## src/hw/rtl/cdate_pkg.sv

```systemverilog
`timescale 1ns / 1ps
// ----------------------------------------------------------------------------
// cdate_pkg
// Shared types, constants and arithmetic helpers for the calendar date counter.
// ----------------------------------------------------------------------------
package cdate_pkg;

    localparam int unsigned DEF_LAST_YEAR = 9999;

    localparam int unsigned DAY_W   = 5;
    localparam int unsigned MONTH_W = 4;
    localparam int unsigned YEAR_W  = 14;

    typedef enum logic [1:0] {
        FUNC_LOAD = 2'd0,
        FUNC_NEXT = 2'd1,
        FUNC_PREV = 2'd2
    } t_func;

    // Stored date plus flags kept alongside it for the next update.
    typedef struct packed {
        logic [DAY_W-1:0]   day;
        logic [MONTH_W-1:0] month;
        logic [YEAR_W-1:0]  year;
        logic               known;
        logic               leap;
        logic               ok;
    } t_date_state;

    // Floor of y / 100 for y below 25600, by reciprocal multiply.
    function automatic logic [7:0] div100(input logic [14:0] y);
        logic [27:0] p;
        p = 28'(y) * 28'd5243;
        return p[26:19];
    endfunction

    function automatic logic is_leap(input logic [YEAR_W-1:0] y);
        logic [7:0]  q;
        logic [14:0] r;
        q = div100({1'b0, y});
        r = {1'b0, y} - 15'(q) * 15'd100;
        return (y[1:0] == 2'd0) && ((r != 15'd0) || (q[1:0] == 2'd0));
    endfunction

    function automatic logic [DAY_W-1:0] days_in(input logic [MONTH_W-1:0] m,
                                                  input logic leap);
        logic [DAY_W-1:0] d;
        unique case (m)
            4'd1, 4'd3, 4'd5, 4'd7, 4'd8, 4'd10, 4'd12: d = 5'd31;
            4'd4, 4'd6, 4'd9, 4'd11:                    d = 5'd30;
            4'd2:                                       d = leap ? 5'd29 : 5'd28;
            default:                                    d = 5'd0;
        endcase
        return d;
    endfunction

endpackage

```

## src/hw/rtl/cdate_step.sv

```systemverilog
`timescale 1ns / 1ps
// ----------------------------------------------------------------------------
// cdate_step
// Next-date logic: load, advance one day or step back one day.
// ----------------------------------------------------------------------------
module cdate_step #(
    parameter int unsigned LAST_YEAR = cdate_pkg::DEF_LAST_YEAR
) (
    input  cdate_pkg::t_date_state              i_state,
    input  logic [1:0]                          i_func,
    input  logic [cdate_pkg::DAY_W-1:0]         i_load_day,
    input  logic [cdate_pkg::MONTH_W-1:0]       i_load_month,
    input  logic [cdate_pkg::YEAR_W-1:0]        i_load_year,
    output cdate_pkg::t_date_state              o_state
);
    import cdate_pkg::*;

    localparam logic [YEAR_W-1:0] LastYr = YEAR_W'(LAST_YEAR);

    logic [YEAR_W-1:0]  year_p1;
    logic [YEAR_W-1:0]  year_m1;
    logic               leap_p1;
    logic               leap_m1;
    logic               leap_ld;
    logic [DAY_W-1:0]   dim_cur;
    logic [DAY_W-1:0]   dim_prev;
    logic [MONTH_W-1:0] ld_month;
    logic               ld_month_ok;
    logic               ld_year_ok;
    logic               ld_leap;

    assign year_p1     = i_state.year + YEAR_W'(1);
    assign year_m1     = i_state.year - YEAR_W'(1);
    assign leap_p1     = is_leap(year_p1);
    assign leap_m1     = is_leap(year_m1);
    assign leap_ld     = is_leap(i_load_year);
    assign dim_cur     = days_in(i_state.month, i_state.leap);
    assign dim_prev    = days_in(i_state.month - MONTH_W'(1), i_state.leap);

    assign ld_month_ok = (i_load_month >= 4'd1) && (i_load_month <= 4'd12);
    assign ld_month    = ld_month_ok ? i_load_month : '0;
    assign ld_year_ok  = (i_load_year <= LastYr);
    assign ld_leap     = ld_year_ok ? leap_ld : 1'b1;

    always_comb begin
        o_state = i_state;
        unique case (t_func'(i_func))
            FUNC_LOAD: begin
                o_state.day   = i_load_day;
                o_state.month = ld_month;
                o_state.year  = ld_year_ok ? i_load_year : '0;
                o_state.known = ld_year_ok;
                o_state.leap  = ld_leap;
                o_state.ok    = ld_year_ok && ld_month_ok && (i_load_day != '0) &&
                                (i_load_day <= days_in(ld_month, ld_leap));
            end
            FUNC_NEXT: begin
                if (i_state.ok) begin
                    if (i_state.day == dim_cur) begin
                        if (i_state.month == 4'd12) begin
                            if (i_state.year < LastYr) begin
                                o_state.day   = 5'd1;
                                o_state.month = 4'd1;
                                o_state.year  = year_p1;
                                o_state.leap  = leap_p1;
                            end
                        end else begin
                            o_state.day   = 5'd1;
                            o_state.month = i_state.month + MONTH_W'(1);
                        end
                    end else begin
                        o_state.day = i_state.day + DAY_W'(1);
                    end
                end
            end
            FUNC_PREV: begin
                if (i_state.ok) begin
                    if (i_state.day > 5'd1) begin
                        o_state.day = i_state.day - DAY_W'(1);
                    end else if (i_state.month == 4'd1) begin
                        if (i_state.year != '0) begin
                            o_state.day   = 5'd31;
                            o_state.month = 4'd12;
                            o_state.year  = year_m1;
                            o_state.leap  = leap_m1;
                        end
                    end else begin
                        o_state.day   = dim_prev;
                        o_state.month = i_state.month - MONTH_W'(1);
                    end
                end
            end
            default: begin
                o_state = i_state;
            end
        endcase
    end

endmodule

```

## src/hw/rtl/calendar_date_counter_core.sv

```systemverilog
`timescale 1ns / 1ps
// ----------------------------------------------------------------------------
// calendar_date_counter_core
// Gregorian date register with load, day stepping and weekday output.
// ----------------------------------------------------------------------------
//  Channel  Handshake                  Word
//  in       i_in_valid / o_in_ready    func, load_day, load_month, load_year
//  out      o_out_valid / i_out_ready  date, year known, date valid, weekday
//
//  One word per cycle sustained while i_out_ready holds; an accepted word
//  passes input reg, date reg, weekday sum and output reg to o_out_valid.
//  The date step is combinational into the date reg; the weekday is split
//  into divide by 100 (weekday sum reg), then modulo 7 (output reg).
//  Reset clears the date to unknown and empties the pipeline.
//  Each stage holds while the next one is full and stalled; bubbles close up.
// ----------------------------------------------------------------------------
module calendar_date_counter_core #(
    parameter int unsigned LAST_YEAR = cdate_pkg::DEF_LAST_YEAR
) (
    input  logic                                i_clk,
    input  logic                                i_rst_n,
    input  logic                                i_in_valid,
    output logic                                o_in_ready,
    input  logic [1:0]                          i_func,
    input  logic [cdate_pkg::DAY_W-1:0]         i_load_day,
    input  logic [cdate_pkg::MONTH_W-1:0]       i_load_month,
    input  logic [cdate_pkg::YEAR_W-1:0]        i_load_year,
    output logic                                o_out_valid,
    input  logic                                i_out_ready,
    output logic [cdate_pkg::DAY_W-1:0]         o_day_out,
    output logic [cdate_pkg::MONTH_W-1:0]       o_month_out,
    output logic [cdate_pkg::YEAR_W-1:0]        o_year_out,
    output logic                                o_year_is_known,
    output logic                                o_date_valid,
    output logic [2:0]                          o_weekday
);
    import cdate_pkg::*;

    // floor((26m - 2) / 10) for the March-based month index
    function automatic logic [4:0] month_term(input logic [MONTH_W-1:0] m);
        logic [4:0] t;
        unique case (m)
            4'd1:    t = 5'd2;
            4'd2:    t = 5'd5;
            4'd3:    t = 5'd7;
            4'd4:    t = 5'd10;
            4'd5:    t = 5'd12;
            4'd6:    t = 5'd15;
            4'd7:    t = 5'd18;
            4'd8:    t = 5'd20;
            4'd9:    t = 5'd23;
            4'd10:   t = 5'd25;
            4'd11:   t = 5'd28;
            4'd12:   t = 5'd31;
            default: t = 5'd0;
        endcase
        return t;
    endfunction

    // x mod 7 by reciprocal multiply, exact for x below 1644
    function automatic logic [2:0] mod7(input logic [10:0] x);
        logic [21:0] p;
        logic [7:0]  q;
        logic [10:0] r;
        p = 22'(x) * 22'd1171;
        q = p[20:13];
        r = x - 11'(q) * 11'd7;
        return r[2:0];
    endfunction

    logic ready0;
    logic ready1;
    logic ready2;
    logic ready3;

    // stage 0: input register
    logic                r_v0;
    logic [1:0]          r_func;
    logic [DAY_W-1:0]    r_ld_day;
    logic [MONTH_W-1:0]  r_ld_month;
    logic [YEAR_W-1:0]   r_ld_year;

    // stage 1: date register
    logic                r_v1;
    t_date_state         r_cur;
    t_date_state         n_cur;

    // stage 2: weekday sum
    logic                r_v2;
    logic [DAY_W-1:0]    r_s2_day;
    logic [MONTH_W-1:0]  r_s2_month;
    logic [YEAR_W-1:0]   r_s2_year;
    logic                r_s2_known;
    logic                r_s2_ok;
    logic [10:0]         r_s2_sum;
    logic [10:0]         n_s2_sum;

    // stage 3: output register
    logic                r_v3;
    logic [DAY_W-1:0]    r_s3_day;
    logic [MONTH_W-1:0]  r_s3_month;
    logic [YEAR_W-1:0]   r_s3_year;
    logic                r_s3_known;
    logic                r_s3_ok;
    logic [2:0]          r_s3_wday;

    logic                mar_based;
    logic [MONTH_W-1:0]  zm;
    logic [14:0]         zy;
    logic [7:0]          zs;
    logic [6:0]          ze;

    assign ready3     = !r_v3 || i_out_ready;
    assign ready2     = !r_v2 || ready3;
    assign ready1     = !r_v1 || ready2;
    assign ready0     = !r_v0 || ready1;
    assign o_in_ready = ready0;

    cdate_step #(
        .LAST_YEAR    (LAST_YEAR)
    ) u_step (
        .i_state      (r_cur),
        .i_func       (r_func),
        .i_load_day   (r_ld_day),
        .i_load_month (r_ld_month),
        .i_load_year  (r_ld_year),
        .o_state      (n_cur)
    );

    // Zeller terms; Jan/Feb count in the previous year, year offset by 400
    assign mar_based = (r_cur.month <= 4'd2);
    assign zm        = mar_based ? (r_cur.month + MONTH_W'(10))
                                 : (r_cur.month - MONTH_W'(2));
    assign zy        = 15'(r_cur.year) + 15'd400 - (mar_based ? 15'd1 : 15'd0);
    assign zs        = div100(zy);
    assign ze        = 7'(zy - 15'(zs) * 15'd100);
    assign n_s2_sum  = 11'(r_cur.day) + 11'(month_term(zm)) + 11'(ze)
                     + 11'(ze >> 2) + 11'(zs >> 2) + 11'(zs) * 11'd5;

    always_ff @(posedge i_clk) begin
        if (!i_rst_n) begin
            r_v0  <= 1'b0;
            r_v1  <= 1'b0;
            r_v2  <= 1'b0;
            r_v3  <= 1'b0;
            r_cur <= '{day: '0, month: '0, year: '0, known: 1'b0,
                       leap: 1'b1, ok: 1'b0};
        end else begin
            if (ready0) begin
                r_v0 <= i_in_valid;
            end
            if (ready1) begin
                r_v1 <= r_v0;
                if (r_v0) begin
                    r_cur <= n_cur;
                end
            end
            if (ready2) begin
                r_v2 <= r_v1;
            end
            if (ready3) begin
                r_v3 <= r_v2;
            end
        end
    end

    always_ff @(posedge i_clk) begin
        if (ready0 && i_in_valid) begin
            r_func     <= i_func;
            r_ld_day   <= i_load_day;
            r_ld_month <= i_load_month;
            r_ld_year  <= i_load_year;
        end
        if (ready2 && r_v1) begin
            r_s2_day   <= r_cur.day;
            r_s2_month <= r_cur.month;
            r_s2_year  <= r_cur.year;
            r_s2_known <= r_cur.known;
            r_s2_ok    <= r_cur.ok;
            r_s2_sum   <= n_s2_sum;
        end
        if (ready3 && r_v2) begin
            r_s3_day   <= r_s2_day;
            r_s3_month <= r_s2_month;
            r_s3_year  <= r_s2_year;
            r_s3_known <= r_s2_known;
            r_s3_ok    <= r_s2_ok;
            r_s3_wday  <= r_s2_ok ? mod7(r_s2_sum) : 3'd0;
        end
    end

    assign o_out_valid     = r_v3;
    assign o_day_out       = r_s3_day;
    assign o_month_out     = r_s3_month;
    assign o_year_out      = r_s3_year;
    assign o_year_is_known = r_s3_known;
    assign o_date_valid    = r_s3_ok;
    assign o_weekday       = r_s3_wday;

endmodule
```

## config.mk

```make
export PLATFORM = sky130hd
export DESIGN_NAME = calendar_date_counter_core
export DESIGN_NICKNAME = d
export VERILOG_FILES = /design/src/hw/rtl/cdate_pkg.sv /design/src/hw/rtl/cdate_step.sv /design/src/hw/rtl/calendar_date_counter_core.sv
export SDC_FILE = /design/constraint.sdc
export NUM_CORES = 1
export LEC_CHECK = 0
export BUFFER_PORTS_ARGS = -buffer_cell sky130_fd_sc_hd__buf_2
export CAP_MARGIN = 20
export CORE_ASPECT_RATIO = 0.6
export CORE_MARGIN = 1
export CORE_UTILIZATION = 40
export CTS_CLUSTER_DIAMETER = 150
export DETAILED_ROUTE_END_ITERATION = 8
export GPL_TIMING_DRIVEN = 0
export PLACE_DENSITY_LB_ADDON = 0.15
export SLEW_MARGIN = 20
export SYNTH_ARGS = -nofsm -noshare
export SYNTH_HDL_FRONTEND = slang
export SYNTH_HIERARCHICAL = 1
export SYNTH_SLANG_ARGS = --single-unit
```

## constraint.sdc

```tcl
create_clock -name i_clk -period 19.1 [get_ports i_clk]
set_input_delay 0.955 -clock i_clk [delete_from_list [all_inputs] [get_ports i_clk]]
set_output_delay 0.955 -clock i_clk [all_outputs]
set_load 0.02 [all_outputs]
```

==> results of run 1 <==
-- layout by cell type, fill, tap and decap left out, types with 9 or more instances in the layout --
master and count:
a211oi_1 21, a21boi_0 30, a21o_1 33, a21oi_1 121, a31oi_1 23, and2_1 15
and3_1 12, buf_2 58, clkbuf_1 40, clkbuf_16 18, dfxtp_1 30, edfxtp_1 89
fa_1 297, ha_1 631, inv_1 666, nand2_1 148, nand2b_1 20, nand3_1 37
nand4_1 9, nor2_1 105, nor2b_1 20, nor3_1 31, o211ai_1 11, o21a_1 16
o21ai_0 67, o21ai_1 9, o21bai_1 23, o31ai_1 13, xnor2_1 96, xnor2_2 9
xor2_1 67
-- critical path, delay by kind of cell (launching register included) --
kind | cells | cell delay [ps]
xor+xnor | 4 | 1250
fa+ha+maj | 17 | 6670
simple gates | 1 | 90
flops | 1 | 730
buf+inv | 12 | 810
compound gates | 19 | 4450
-- layout make-up --
class                   instances  area share [%]
repair buffers                 60           1.253
flip-flops and latches        119           11.38
multi-input cells            2008           72.03
clock buffers                  18           1.566
well taps                     888           3.863
clock inverters                14          0.5047
plain buffers                  49          0.6961
inverters                     667           8.705
-- cell families (layout without fill, tap and decap cells) --
family / count (synthesis) / count (layout) / share of synthesized area [%]
DFF: 119 / 119 / 12.30
AOI/OAI and AO/OA: 444 / 444 / 11.00
xor gates and xnor gates: 175 / 175 / 5.898
adders and majority gates: 931 / 931 / 52.15
and+or+nand+nor: 448 / 448 / 8.047
buffers and inverters: 716 / 808 / 10.16
muxes: 10 / 10 / 0.4374
-- routing by layer --
metal	wire length [um]	up-vias	global-route usage (%)	share of wire, %
li1	-	9535	-	-
met1	36950	9444	34.29	54
met2	26680	477	29.33	39
met3	3832	29	2.130	5.6
met4	418	0	2.740	0.62
met5	0	-	0	0
-- worst min-delay path by stage --
| stage | from | endpoint | slack (ps) | cells past startpoint |
|---|---|---|---|---|
| 2_1_floorplan | r_s2_day[0] | o_day_out[0] | 400 | 0 |
| 3_3_place_gp | r_s2_month[0] | o_month_out[0] | 400 | 0 |
| 3_5_place_dp | r_s2_day[1] | o_day_out[1] | 400 | 0 |
| 4_1_cts | r_s2_year[5] | o_year_out[5] | 420 | 0 |
| 5_1_grt | r_s2_day[4] | o_day_out[4] | 420 | 0 |
| 6_report | r_s2_day[1] | o_day_out[1] | 420 | 0 |
-- registers in the layout, summed over array words and instances (netlist names) --
| signal | flops |
|---|---|
| o_date_valid | 1 |
| o_day_out | 5 |
| o_month_out | 4 |
| o_out_valid | 1 |
| o_weekday | 3 |
| o_year_is_known | 1 |
| o_year_out | 14 |
| r_cur | 26 |
| r_func | 2 |
| r_ld_day | 5 |
| r_ld_month | 4 |
| r_ld_year | 14 |
| r_s2_day | 5 |
| r_s2_known | 1 |
| r_s2_month | 4 |
| r_s2_ok | 1 |
| r_s2_sum | 11 |
| r_s2_year | 14 |
| r_v0 | 1 |
| r_v1 | 1 |
| r_v2 | 1 |
-- through the flow --
| step | cells | utilization, % | area (um2) | setup WS [ps] |
|---|---|---|---|---|
| after floorplan | 2843 | - | 26600 | 6953 |
| after global placement | 3788 | 43.05 | 28000 | 5211 |
| after detailed placement | 3791 | 43.26 | 28130 | 5021 |
| after CTS | 3823 | 44.17 | 28730 | 4912 |
| after global routing | 3823 | 44.22 | 28760 | 3958 |
| final | 3823 | 44.22 | 28760 | 4871 |
==> impl_metrics.py, run 1 <==
metrics = {
    "sta": {
        "fin_crit_ps": 14230,
        "slew_headroom_pct": 25.95,
        "hold_viol_final": 0,
        "setup_violations": 0,
        "worstMarginPinSlew_ps": 1103,
        "rsz0062_at_grt": "no",
        "whs_ps": 419.3,
        "fin_worst_skew_ps": 11.67,
        "setup_tns_ps": 0,
        "fin_crit_sh_pct": 74.50,
        "fmax_mhz": 70.28,
        "finalMaxSlewViolations": 0,
    },
    "yosys": {
        "synthArstFlopShare_pct": 0,
        "synth_edf_count": 89,
        "synth_cells": 2843,
        "ys_ff_latch": 119,
        "synth_area_per_cell_um2": 9.357,
        "synth_ff_type": "edfxtp_1",
        "yosysSeqAreaShare_pct": 12.30,
        "ys_types": 90,
        "syn_area_um2": 26600,
        "yosysMostFrequentCell": "inv_1",
        "syn_nets": 3800,
        "ys_top_cells_by_area": "ha_1, fa_1, edfxtp_1",
        "synth_top_area_share_pct": 29.68,
        "yosysTopAreaCell": "ha_1",
        "ys_warn_count": 6,
        "synth_common_cells": "inv_1, ha_1, fa_1, nand2_1, a21oi_1",
    },
    "critical_path": {
        "worstSetupEndpoint": "r_s2_sum[10]",
        "critical_path_peak_fanout": 18,
        "cp_data_required_time_ps": 19280,
        "cpMaxStageDelayCell": "a21boi_1",
        "worst_r2r_endpoint": "r_s2_sum[10]",
        "critPathMaxStageDelay_ps": 910,
        "crit_arrival_ps": 14410,
        "startpoint": "r_cur[18]",
        "worst-setup-path-type": "reg2reg",
        "path_common_cell": "inv_1",
        "critPathCaptureType": "register",
        "worstRegToRegCells": 53,
        "reg2reg_setup_slack_ps": 4870,
        "start_kind": "register",
        "r2r_start": "r_cur[18]",
    },
    "clocking": {
        "cts_tree": "built",
        "cts_buffer_depth": 2,
        "cts_resized": 0,
        "cts_buffers": 17,
        "hold_buffers": 0,
        "cts.sinks": 119,
        "htree_levels": 4,
        "path_clk_slew_ps": 60,
        "root_buffer": "clkbuf_16",
        "clock_latency_ps": 440,
        "postCtsSetupBuffers": 0,
    },
    "die": {
        "io_pins": 59,
        "rows": 72,
        "die_y_um": 201.8,
        "die_area_um2": 67580,
        "dieWidth_um": 334.9,
        "start_util_pct": 40.90,
        "coreArea_um2": 65040,
    },
    "run": {
        "drv_cap": 0,
    },
    "layout": {
        "regArea_um2": 3273,
        "multiInputGateArea_um2": 20720,
        "drive_gt1_share_pct": 4.634,
        "num_antenna_cells": 0,
        "syn_to_final_growth_pct": 8.108,
        "nets": 3879,
        "nFillCells": 6355,
    },
    "detailed_routing": {
        "drt_wl_total_mm": 67.88,
        "num_vias": 19490,
        "vias_per_cell": 5.097,
        "ant_nets": 0,
        "post_drt_wl_per_cell_um": 17.76,
        "drc": 0,
        "drt_first_pass_iters": 8,
        "initialDrtViolationCount": 1329,
    },
    "worst_hold_path": {
        "hold_class": "reg2reg",
    },
    "global_routing": {
        "grt_use_total_pct": 20.85,
        "grt_pass1_vias": 20040,
        "grt_pass1_wl_mm": 110.8,
        "antenna_found_initial": 0,
        "grt_max_degree": 22,
        "grt.overflow.total": 0,
    },
    "placement": {
        "place_hpwl_mm": 59.04,
        "gp_congestion": 0.9352,
        "portBuffers": 57,
    },
    "status": {
        "status": "finished, final reports clean",
    },
}
Power of run 1 is not shown: default switching activity piles up to over one toggle a cycle in this logic, so the estimate is an artifact.
==> run 2, diff against run 1 <==
--- a/config.mk
+++ b/config.mk
@@ -5,6 +5,7 @@
 export SDC_FILE = /design/constraint.sdc
 export NUM_CORES = 1
 export LEC_CHECK = 0
+export ABC_AREA = 1
 export BUFFER_PORTS_ARGS = -buffer_cell sky130_fd_sc_hd__buf_2
 export CAP_MARGIN = 20
 export CORE_ASPECT_RATIO = 0.6
==> constraint.sdc (replaced) <==
create_clock -name i_clk -period 11.9 [get_ports i_clk]
set_input_delay 0.595 -clock i_clk [delete_from_list [all_inputs] [get_ports i_clk]]
set_output_delay 0.595 -clock i_clk [all_outputs]
set_load 0.02 [all_outputs]
==> impl_metrics.py, run 2 <==
metrics = {
    "status": {
        "status": "finished, final reports clean",
    },
    "layout": {
        "drive_gt1_share_pct": 7.246,
        "largest-register": "r_cur",
        "final_cell_mix": "inv_1, ha_1, nand2_1",
        "multiInputGateArea_um2": 21650,
        "final_common_cell": "inv_1",
        "largest_register_ffs": 26,
        "final-instance-count-excl-fill": 4391,
        "post-route-util_pct": 44.29,
        "regArea_um2": 3284,
        "nets": 4422,
        "syn_to_final_growth_pct": 8.155,
        "nFillCells": 6930,
    },
    "yosys": {
        "synth_top_area_share_pct": 28.03,
        "synth_common_cells": "inv_1, ha_1, nand2_1, fa_1, a21oi_1",
        "ys_top_cells_by_area": "ha_1, fa_1, inv_1",
        "synth_area_per_cell_um2": 8.339,
        "ys_types": 57,
        "synthArstFlopShare_pct": 0,
        "yosysTopAreaCell": "ha_1",
        "ys_warn_count": 6,
        "synth_cells": 3378,
        "synth_edf_count": 89,
        "synth_ff_type": "edfxtp_1",
        "ys_ff_latch": 119,
        "yosysSeqAreaShare_pct": 11.62,
        "yosysMostFrequentCell": "inv_1",
        "syn_nets": 4335,
        "syn_area_um2": 28170,
    },
    "critical_path": {
        "crit_arrival_ps": 11380,
        "worstRegToRegCells": 59,
        "critPathCaptureType": "register",
        "cp_data_required_time_ps": 12110,
        "critical_path_peak_fanout": 5,
        "path_common_cell": "inv_1",
        "worst-setup-path-type": "reg2reg",
        "start_kind": "register",
        "r2r_start": "r_cur[17]",
        "critPathMaxStageDelay_ps": 590,
        "reg2reg_setup_slack_ps": 730,
        "worst_r2r_endpoint": "r_s2_sum[9]",
        "cpMaxStageDelayCell": "fa_1",
    },
    "die": {
        "dieWidth_um": 344.6,
        "io_pins": 59,
        "start_util_pct": 40.95,
        "die_area_um2": 71520,
        "rows": 74,
        "die_y_um": 207.6,
        "coreArea_um2": 68790,
    },
    "clocking": {
        "htree_levels": 4,
        "cts_buffer_depth": 2,
        "cts.sinks": 119,
        "cts_buffers": 17,
        "hold_buffers": 0,
        "root_buffer": "clkbuf_16",
        "clock_latency_ps": 470,
        "cts_tree": "built",
        "path_clk_slew_ps": 60,
    },
    "sta": {
        "setup_violations": 0,
        "setup_tns_ps": 0,
        "slew_headroom_pct": 27.96,
        "fin_worst_skew_ps": 11.61,
        "finalMaxSlewViolations": 0,
        "whs_ps": 300.1,
        "fmax_mhz": 89.51,
        "worstMarginPinSlew_ps": 1073,
        "hold_viol_final": 0,
        "fin_crit_sh_pct": 93.88,
        "fin_crit_ps": 11170,
    },
    "detailed_routing": {
        "ant_nets": 0,
        "drt_wl_total_mm": 74.35,
        "drt_first_pass_iters": 6,
        "post_drt_wl_per_cell_um": 16.93,
        "vias_per_cell": 4.936,
        "drc": 0,
        "num_vias": 21670,
        "initialDrtViolationCount": 1813,
    },
    "worst_hold_path": {
        "hold_end": "r_func[0]",
        "holdPathStages": 1,
        "hold_class": "in2reg",
        "worstHoldStart": "i_func[0]",
    },
    "placement": {
        "portBuffers": 58,
        "dp_cells": 4351,
        "place_hpwl_mm": 64.95,
        "gp_congestion": 0.9376,
    },
    "run": {
        "drv_cap": 0,
    },
    "global_routing": {
        "grt_pass1_vias": 20660,
        "grt_max_degree": 23,
        "antenna_found_initial": 2,
        "grt.overflow.total": 0,
        "grt_use_total_pct": 21.46,
        "grt_pass1_wl_mm": 118.5,
    },
}
[run 2: area by class of cell]
type / count / area share, %
multi-input combinational: 2363 / 71.08
sequential: 119 / 10.78
inverter: 869 / 10.72
tap: 912 / 3.746
clock buffer: 17 / 1.396
timing repair buffer: 68 / 1.322
buffer: 27 / 0.5216
clock inverter: 15 / 0.4230
antenna: 1 / 0.008214
[run 2: timing repair]
item | CTS | global route
pin swaps | 0 | 2
buffers inserted | 0 | 7
gates resized for setup | 6 | 38
endpoints found under the setup margin | 4 | 7
[run 2: worst max-delay path: cells and delay by family, from the launching register on]
kind	cells	cell delay, ps
AOI/OAI and AO/OA	7	1020
and+or+nand+nor	16	1510
DFF	1	350
adders and majority gates	17	6640
buffers and inverters	17	1070
xor gates and xnor gates	2	310
[run 2: logic make-up after synthesis]
logic type / share of synthesized area, %
AOI/OAI and AO/OA: 9.017
xor gates and xnor gates: 4.295
adders and majority gates: 49.14
buffers and inverters: 12.15
DFF: 11.62
and+or+nand+nor: 13.78
[run 2: layer usage]
layer,share of wire (%),GRT usage (%),wire (um)
met1,58,37.90,43020
met2,34,25.17,25010
met4,0.72,2.868,537
met3,7.8,4.560,5785
met5,0,0,0
[run 2: worst max path at each step]
stage	from	endpoint	slack, ps	cells after the start
after floorplan	r_cur[17]	r_s2_sum[9]	1100	58
after global placement	r_cur[17]	r_s2_sum[9]	-420	53
after detailed placement	r_cur[17]	r_s2_sum[9]	-450	53
after CTS	r_cur[17]	r_s2_sum[9]	80	59
after global routing	r_cur[17]	r_s2_sum[9]	-40	59
final	r_cur[17]	r_s2_sum[9]	730	59
[run 2: per-stage QoR]
stage | setup WS, ps | instance area [um2]
floorplan | 1102 | 28170
global placement | -424.1 | 29600
detailed placement | -451.0 | 29680
CTS | 76.95 | 30260
global route | -38.30 | 30470
finish | 728.6 | 30470
Power of run 2 is left out for the same reason.
